[config.mk]
export PLATFORM = sky130hd
export DESIGN_NAME = cluster_chain_extent_mapper
export DESIGN_NICKNAME = d
export VERILOG_FILES = /design/src/sv/ccem_pkg.sv /design/src/sv/cluster_chain_extent_mapper.sv
export SDC_FILE = /design/constraint.sdc
export NUM_CORES = 2
export LEC_CHECK = 0
export BUFFER_PORTS_ARGS = -buffer_cell sky130_fd_sc_hd__buf_2
export CAP_MARGIN = 20
export CORE_MARGIN = 2
export CORE_UTILIZATION = 50
export DETAILED_ROUTE_END_ITERATION = 6
export GPL_TIMING_DRIVEN = 0
export MAX_ROUTING_LAYER = met4
export PLACE_DENSITY_LB_ADDON = 0.3
export SYNTH_ARGS = -nofsm -noshare
export SYNTH_HDL_FRONTEND = slang
export SYNTH_SLANG_ARGS = --single-unit
[constraint.sdc]
create_clock -name clk_i -period 19.6 [get_ports clk_i]
set_input_delay 1.96 -clock clk_i [delete_from_list [all_inputs] [get_ports clk_i]]
set_output_delay 1.96 -clock clk_i [all_outputs]
set_load 0.01 [all_outputs]
[src/sv/ccem_pkg.sv]
// Package for the cluster chain extent mapper: input op codes, sequencer step
// numbers, control word layout and the control store. No dependencies.
`timescale 1ns / 1ps

package ccem_pkg;

  localparam int unsigned StepW = 4;
  localparam int unsigned ClusterW = 32;
  localparam int unsigned SpcW = 8;
  localparam int unsigned IndexW = 8;

  localparam logic [1:0] OP_BEGIN = 2'd0;
  localparam logic [1:0] OP_LINK  = 2'd1;
  localparam logic [1:0] OP_MAP   = 2'd2;

  localparam logic [1:0] CFG_SPC        = 2'd0;
  localparam logic [1:0] CFG_DATA_START = 2'd1;
  localparam logic [1:0] CFG_FAT_START  = 2'd2;
  localparam logic [1:0] CFG_FAT32      = 2'd3;

  localparam logic [ClusterW-1:0] END_MARK_32 = 32'h0FFF_FFFF;
  localparam logic [ClusterW-1:0] END_MARK_16 = 32'h0000_FFFF;
  localparam logic [ClusterW-1:0] FIRST_DATA_CLUSTER = 32'd2;

  localparam logic [StepW-1:0] STEP_FETCH    = 4'd0;
  localparam logic [StepW-1:0] STEP_BEGIN    = 4'd1;
  localparam logic [StepW-1:0] STEP_LINK     = 4'd2;
  localparam logic [StepW-1:0] STEP_SPAN     = 4'd3;
  localparam logic [StepW-1:0] STEP_TEST     = 4'd4;
  localparam logic [StepW-1:0] STEP_ADVANCE  = 4'd5;
  localparam logic [StepW-1:0] STEP_MISS     = 4'd6;
  localparam logic [StepW-1:0] STEP_BASE     = 4'd7;
  localparam logic [StepW-1:0] STEP_SUM      = 4'd8;
  localparam logic [StepW-1:0] STEP_REPORT   = 4'd9;

  typedef enum logic [3:0] {
    ACT_NONE,
    ACT_FETCH,
    ACT_BEGIN,
    ACT_LINK,
    ACT_SPAN,
    ACT_ADVANCE,
    ACT_MISS,
    ACT_BASE,
    ACT_SUM,
    ACT_REPORT
  } act_e;

  typedef enum logic [2:0] {
    COND_NEXT,
    COND_JUMP,
    COND_DISPATCH,
    COND_HIT,
    COND_MORE,
    COND_OUTPUT
  } cond_e;

  typedef struct packed {
    act_e             act;
    cond_e            cond;
    logic [StepW-1:0] target;
  } ucode_t;

  function automatic ucode_t ucode_rom(input logic [StepW-1:0] step);
    ucode_t uw;
    uw = '{act: ACT_NONE, cond: COND_JUMP, target: STEP_FETCH};
    case (step)
      STEP_FETCH:   uw = '{act: ACT_FETCH,   cond: COND_DISPATCH, target: STEP_FETCH};
      STEP_BEGIN:   uw = '{act: ACT_BEGIN,   cond: COND_JUMP,     target: STEP_REPORT};
      STEP_LINK:    uw = '{act: ACT_LINK,    cond: COND_JUMP,     target: STEP_REPORT};
      STEP_SPAN:    uw = '{act: ACT_SPAN,    cond: COND_NEXT,     target: STEP_FETCH};
      STEP_TEST:    uw = '{act: ACT_NONE,    cond: COND_HIT,      target: STEP_BASE};
      STEP_ADVANCE: uw = '{act: ACT_ADVANCE, cond: COND_MORE,     target: STEP_SPAN};
      STEP_MISS:    uw = '{act: ACT_MISS,    cond: COND_JUMP,     target: STEP_REPORT};
      STEP_BASE:    uw = '{act: ACT_BASE,    cond: COND_NEXT,     target: STEP_FETCH};
      STEP_SUM:     uw = '{act: ACT_SUM,     cond: COND_NEXT,     target: STEP_FETCH};
      STEP_REPORT:  uw = '{act: ACT_REPORT,  cond: COND_OUTPUT,   target: STEP_FETCH};
      default:      uw = '{act: ACT_NONE,    cond: COND_JUMP,     target: STEP_FETCH};
    endcase
    return uw;
  endfunction

endpackage

[src/sv/cluster_chain_extent_mapper.sv]
// Cluster chain extent mapper top level: a microcoded sequencer over a small
// extent table and one 32x8 multiplier. Depends on ccem_pkg.
//
//   channel   direction  handshake               payload
//   cfg       in         cfg_we_i (no stall)     cfg_index_i, cfg_data_i
//   in        in         in_valid_i/in_ready_o   in_op_i, in_word_i
//   out       out        out_valid_o/out_ready_i six result fields
//
// A begin or link word goes through fetch, apply and report steps. A map word
// walks the extents with span, test and advance steps through the shared
// multiplier, then base and sum on a hit or the miss step on a miss, then report.
// Reset clears the extent table and leaves building stopped with no held sector.
// A result waits in the output register; the sequencer fetches the next word
// meanwhile and stalls only at its own report step until the output is free.
`timescale 1ns / 1ps

module cluster_chain_extent_mapper
  import ccem_pkg::*;
#(
  parameter int unsigned MAX_EXTENTS = 3
) (
  input  logic                clk_i,
  input  logic                rst_ni,
  input  logic                cfg_we_i,
  input  logic [1:0]          cfg_index_i,
  input  logic [31:0]         cfg_data_i,
  input  logic                in_valid_i,
  output logic                in_ready_o,
  input  logic [1:0]          in_op_i,
  input  logic [31:0]         in_word_i,
  output logic                out_valid_o,
  input  logic                out_ready_i,
  output logic [31:0]         out_table_sector_o,
  output logic [IndexW-1:0]   out_entry_index_o,
  output logic                out_read_needed_o,
  output logic                out_chain_done_o,
  output logic [31:0]         out_physical_sector_o,
  output logic                out_map_ok_o
);

  localparam int unsigned PtrW = (MAX_EXTENTS > 1) ? $clog2(MAX_EXTENTS) : 1;
  localparam logic [PtrW-1:0] LastPtr = PtrW'(MAX_EXTENTS - 1);

  logic [SpcW-1:0]     spc_q;
  logic [31:0]         data_start_q;
  logic [31:0]         fat_start_q;
  logic                fat32_q;

  logic [ClusterW-1:0] ext_first_q [MAX_EXTENTS];
  logic [ClusterW-1:0] ext_len_q   [MAX_EXTENTS];
  logic [ClusterW-1:0] cur_q;
  logic [PtrW-1:0]     fill_q;
  logic                stopped_q;
  logic [31:0]         last_sector_q;
  logic                held_q;

  logic [StepW-1:0]    pc_q, pc_d;
  logic [PtrW-1:0]     ptr_q;
  logic [ClusterW-1:0] word_q;
  logic [31:0]         prod_q;
  logic [31:0]         phys_q;
  logic                ok_q;

  logic                out_valid_q;
  logic [31:0]         out_sector_q;
  logic [IndexW-1:0]   out_index_q;
  logic                out_need_q;
  logic                out_done_q;
  logic [31:0]         out_phys_q;
  logic                out_ok_q;

  ucode_t              uw;
  logic                report_go;
  logic [ClusterW-1:0] entry;
  logic [ClusterW-1:0] end_mark;
  logic [31:0]         sector;
  logic [IndexW-1:0]   index;
  logic [ClusterW-1:0] mul_a;
  logic [31:0]         mul_p;

  assign uw = ucode_rom(pc_q);
  assign report_go = !out_valid_q || out_ready_i;
  assign in_ready_o = (pc_q == STEP_FETCH);

  assign entry = fat32_q ? word_q : {16'h0000, word_q[15:0]};
  assign end_mark = fat32_q ? END_MARK_32 : END_MARK_16;

  assign sector = fat32_q ? fat_start_q + {7'd0, cur_q[31:7]}
                          : fat_start_q + {8'd0, cur_q[31:8]};
  assign index = fat32_q ? {1'b0, cur_q[6:0]} : cur_q[7:0];

  assign mul_a = (uw.act == ACT_BASE) ? ext_first_q[ptr_q] - FIRST_DATA_CLUSTER
                                      : ext_len_q[ptr_q];
  assign mul_p = 32'(mul_a * {24'd0, spc_q});

  always_comb begin
    pc_d = pc_q + StepW'(1);
    case (uw.cond)
      COND_NEXT: begin
        pc_d = pc_q + StepW'(1);
      end
      COND_JUMP: begin
        pc_d = uw.target;
      end
      COND_DISPATCH: begin
        if (!in_valid_i) begin
          pc_d = pc_q;
        end else begin
          case (in_op_i)
            OP_BEGIN: pc_d = STEP_BEGIN;
            OP_LINK:  pc_d = STEP_LINK;
            OP_MAP:   pc_d = STEP_SPAN;
            default:  pc_d = STEP_MISS;
          endcase
        end
      end
      COND_HIT: begin
        pc_d = (word_q < prod_q) ? uw.target : pc_q + StepW'(1);
      end
      COND_MORE: begin
        pc_d = (ptr_q != LastPtr) ? uw.target : pc_q + StepW'(1);
      end
      COND_OUTPUT: begin
        pc_d = report_go ? uw.target : pc_q;
      end
      default: begin
        pc_d = STEP_FETCH;
      end
    endcase
  end

  always_ff @(posedge clk_i or negedge rst_ni) begin
    if (!rst_ni) begin
      pc_q          <= STEP_FETCH;
      spc_q         <= SpcW'(1);
      data_start_q  <= '0;
      fat_start_q   <= '0;
      fat32_q       <= 1'b1;
      cur_q         <= '0;
      fill_q        <= '0;
      stopped_q     <= 1'b1;
      last_sector_q <= '0;
      held_q        <= 1'b0;
      ptr_q         <= '0;
      out_valid_q   <= 1'b0;
      for (int k = 0; k < MAX_EXTENTS; k++) begin
        ext_first_q[k] <= '0;
        ext_len_q[k]   <= '0;
      end
    end else begin
      pc_q <= pc_d;
      if (cfg_we_i) begin
        case (cfg_index_i)
          CFG_SPC:        spc_q <= cfg_data_i[SpcW-1:0];
          CFG_DATA_START: data_start_q <= cfg_data_i;
          CFG_FAT_START:  fat_start_q <= cfg_data_i;
          CFG_FAT32:      fat32_q <= cfg_data_i[0];
          default:        ;
        endcase
      end
      if (uw.act == ACT_REPORT && report_go) begin
        out_valid_q <= 1'b1;
      end else if (out_valid_q && out_ready_i) begin
        out_valid_q <= 1'b0;
      end
      case (uw.act)
        ACT_FETCH: begin
          ptr_q <= (in_op_i == OP_MAP) ? '0 : fill_q;
        end
        ACT_BEGIN: begin
          for (int k = 1; k < MAX_EXTENTS; k++) begin
            ext_first_q[k] <= '0;
            ext_len_q[k]   <= '0;
          end
          ext_first_q[0] <= word_q;
          ext_len_q[0]   <= 32'd1;
          cur_q          <= word_q;
          fill_q         <= '0;
          stopped_q      <= 1'b0;
          held_q         <= 1'b0;
        end
        ACT_LINK: begin
          if (!stopped_q) begin
            if (entry == cur_q + 32'd1) begin
              ext_len_q[ptr_q] <= ext_len_q[ptr_q] + 32'd1;
              cur_q            <= entry;
            end else if (ptr_q == LastPtr || entry == end_mark) begin
              stopped_q <= 1'b1;
            end else begin
              fill_q                       <= ptr_q + PtrW'(1);
              ext_first_q[ptr_q + PtrW'(1)] <= entry;
              ext_len_q[ptr_q + PtrW'(1)]   <= 32'd1;
              cur_q                        <= entry;
            end
          end
        end
        ACT_ADVANCE: begin
          if (ptr_q != LastPtr) begin
            ptr_q <= ptr_q + PtrW'(1);
          end
        end
        ACT_REPORT: begin
          if (report_go) begin
            if (!stopped_q) begin
              last_sector_q <= sector;
              held_q        <= 1'b1;
            end
          end
        end
        default: ;
      endcase
    end
  end

  always_ff @(posedge clk_i) begin
    case (uw.act)
      ACT_FETCH: begin
        word_q <= in_word_i;
        phys_q <= '0;
        ok_q   <= 1'b0;
      end
      ACT_SPAN: begin
        prod_q <= mul_p;
      end
      ACT_ADVANCE: begin
        word_q <= word_q - prod_q;
      end
      ACT_MISS: begin
        phys_q <= '0;
        ok_q   <= 1'b0;
      end
      ACT_BASE: begin
        prod_q <= mul_p;
        word_q <= word_q + data_start_q;
      end
      ACT_SUM: begin
        phys_q <= word_q + prod_q;
        ok_q   <= 1'b1;
      end
      ACT_REPORT: begin
        if (report_go) begin
          out_sector_q <= sector;
          out_index_q  <= index;
          out_need_q   <= !stopped_q && (!held_q || sector != last_sector_q);
          out_done_q   <= stopped_q;
          out_phys_q   <= phys_q;
          out_ok_q     <= ok_q;
        end
      end
      default: ;
    endcase
  end

  assign out_valid_o           = out_valid_q;
  assign out_table_sector_o    = out_sector_q;
  assign out_entry_index_o     = out_index_q;
  assign out_read_needed_o     = out_need_q;
  assign out_chain_done_o      = out_done_q;
  assign out_physical_sector_o = out_phys_q;
  assign out_map_ok_o          = out_ok_q;

endmodule

==> run metrics <==
Pleak 18.4 nW; Worst Hold Class reg2reg; fraction of registers with async set/reset 0.664; routing usage on met2 0.471; later-pin clock latency in the skew report 0.63 ns; Num CTS Buffers 56; Peak VDD IR 0.0854 mV; port buffer count 149; pre-CTS WS 10.09 ns; routed wire length 116000 um; Synth Warn # 0; Routed Antenna Nets 0; Worst Path Arrival a little over 10 ns; Clock Tree Root clkbuf_16; First DRT Iteration DRCs 2766; max_cap viols 0; Worst Path Required approximately 20 ns; post-CTS setup buffer count 0; setup ws final 9.93 ns; area grow syn2layout 11.0%; GR Util All Layers 0.308; ys flop type dfrtp_1; gr busiest metal met2; initial antenna violation count 2; drt first pass iters 6; WL/cell 22.6 um; Ports 150; first-pass GRT wire length 177000 um; DIE WIDTH roughly 280 um; Critical Path Fanout Max 10; Hold-fix buffers, CTS 0; met1 Resource Use GR 0.412; Rows 100; DP HPWL 88100 um; vias 30600; CP max-delay cell a21oi_1; Pwr Density between 150 and 200 nW/um2; Post-Syn Area per Cell 9.60 um2; final RePlAce weighted congestion between 0.9 and 1; post-synthesis cell type count between 90 and 100; worst stage delay on the critical path 0.62 ns; CTS tree done; Resized cells post-CTS 0; CP Capture Type flip-flop; largest net degree at the start of global routing approximately 110; final hold slack slightly above 0.4 ns; critical path class reg2reg; Antenna Cells 0; outcome finished, final reports clean; Final setup viols 0; total number of H-tree levels 2; die height around 280 um; die footprint 76600 um2; #FFs+latches synth roughly 510; fmax 103 MHz; Slew HR 0.252; Mapped Cells roughly 3900; Starting Density 0.502; largest delay contributor family on the critical path adder cells; Via-to-Cell Ratio 5.99; TNS Setup 0 ns; clock skew 0.0322 ns; sequential element share of the synthesized area 0.368; Reg clk slew, reported paths 0.07 ns; Worst-Margin Slew 1.11 ns; met3 Use GR 0.0432; share of cells above drive strength 1 0.110; GRT overflow 0; post-layout min period 9.67 ns; RSZ-0062 raised after global routing no; Synth Net Count about 4300; final-report max-slew violation count 0; Final period util 0.493; Cell Area, Synth 37200 um2; endpoints failing hold 0; clk sinks 512; Startpoint Class flip-flop; Post-synth EDFFs 172; vias in the first global route between 20000 and 30000; DR DRC count 0; core area 74100 um2; Clock Path Buffers 3; WP buf/inv 7; fin nets around 4500
worst reg2reg max path, delay by kind of cell (launching register included):
| kind | cells | cell delay (ns) |
|---|---|---|
| fa+ha+maj | 6 | 2.77 |
| buf+inv | 7 | 2.13 |
| compound gates | 8 | 2.31 |
| flops | 1 | 0.43 |
| xor+xnor | 1 | 0.22 |
| simple gates | 8 | 1.59 |
cell families after synthesis:
group	share of synthesized area
compound gates	0.153
mux	0.0539
fa+ha+maj	0.144
buf+inv	0.0472
flops	0.368
xor+xnor	0.0660
simple gates	0.168
final timing paths:
path	startpoint	to	slack (ns)	cells past startpoint
min reg2reg	phys_q[21]	out_physical_sector_o[21]	0.40	0
min in group asynchronous	rst_ni	fat_start_q[12]	1.24	1
max in group asynchronous	rst_ni	ext_len_q[44]	16.49	4
min	phys_q[21]	out_physical_sector_o[21]	0.40	0
max reg2reg	pc_q[1]	prod_q[28]	9.93	30
max	pc_q[1]	prod_q[28]	9.93	30
layout by cell type (no fill, tap or decap), types with 22 or more instances in the layout:
cell,instances
o2bb2ai_1,76
buf_2,170
nand2b_1,34
dfrtp_1,337
clkbuf_16,59
nor4_1,22
a31oi_1,28
nand4_1,35
xor2_1,84
inv_1,234
nor3_1,64
nand2_1,476
a21oi_1,206
fa_1,160
clkbuf_1,159
and2_1,198
ha_1,171
o21ai_0,166
mux2i_1,62
edfxtp_1,172
nor2_1,261
a32o_1,33
xnor2_1,191
o21bai_1,29
a21o_1,55
mux2_2,119
a22o_1,52
nand3_1,76
cells in the mapped netlist, types with 35 or more instances:
master       n  share of area
xnor2_1    191          0.045
o21ai_0    166          0.022
nor2_1     261          0.026
nand3_1     76          0.010
a21oi_1    207          0.028
xor2_1      84          0.020
nand4_1     35         0.0059
a21o_1      55          0.011
mux2_2     119          0.036
o2bb2ai_1   76          0.018
dfrtp_1    337           0.23
mux2i_1     62          0.017
nand2_1    476          0.048
and2_1     198          0.033
inv_1      235          0.024
a22o_1      52          0.012
edfxtp_1   172           0.14
clkbuf_1   150          0.015
nor3_1      64         0.0086
fa_1       160          0.086
ha_1       171          0.058
metrics by stage:
step                instance area [um2]  cells  utilization  total power, W
finish                            41300   5105        0.557         0.00668
global route                      41300   5105        0.557         0.00707
CTS                               41300   5104        0.557         0.00661
detailed placement                39400   5000        0.531         0.00549
global placement                  39200   4993        0.529         0.00541
floorplan                         37200   3875            -         0.00429
metal layers:
metal  wire, um  vias up
met5          0        -
met2      52200     1142
met1      49200    15200
met4       5680        0
met3       8410      251
li1           -    14000
final cells by class:
class | instances | area, um2
multi-input cells | 2926 | 21800
flip-flops and latches | 512 | 13700
plain buffers | 201 | 868
well taps | 969 | 1210
fillers | 6600 | 32800
inverters | 236 | 888
clock buffers | 78 | 1650
repair buffers | 157 | 931
clock inverters | 26 | 263
registers in the layout, indices dropped and copies added, names as in the netlist, 2 cells and up:
name	cells
ptr_q	2
prod_q	32
cur_q	32
spc_q	8
out_table_sector_o	32
out_physical_sector_o	32
word_q	32
out_entry_index_o	8
phys_q	32
data_start_q	32
ext_len_q	96
fill_q	2
fat_start_q	32
ext_first_q	96
pc_q	4
last_sector_q	32
power breakdown:
part           switching (W)  total [W]  internal [W]
sequential          0.000376    0.00187       0.00150
combinational        0.00235    0.00370       0.00135
clock               0.000463    0.00110      0.000641
total                0.00319    0.00668       0.00349
Note: power is estimated with default switching activity, not from simulation.
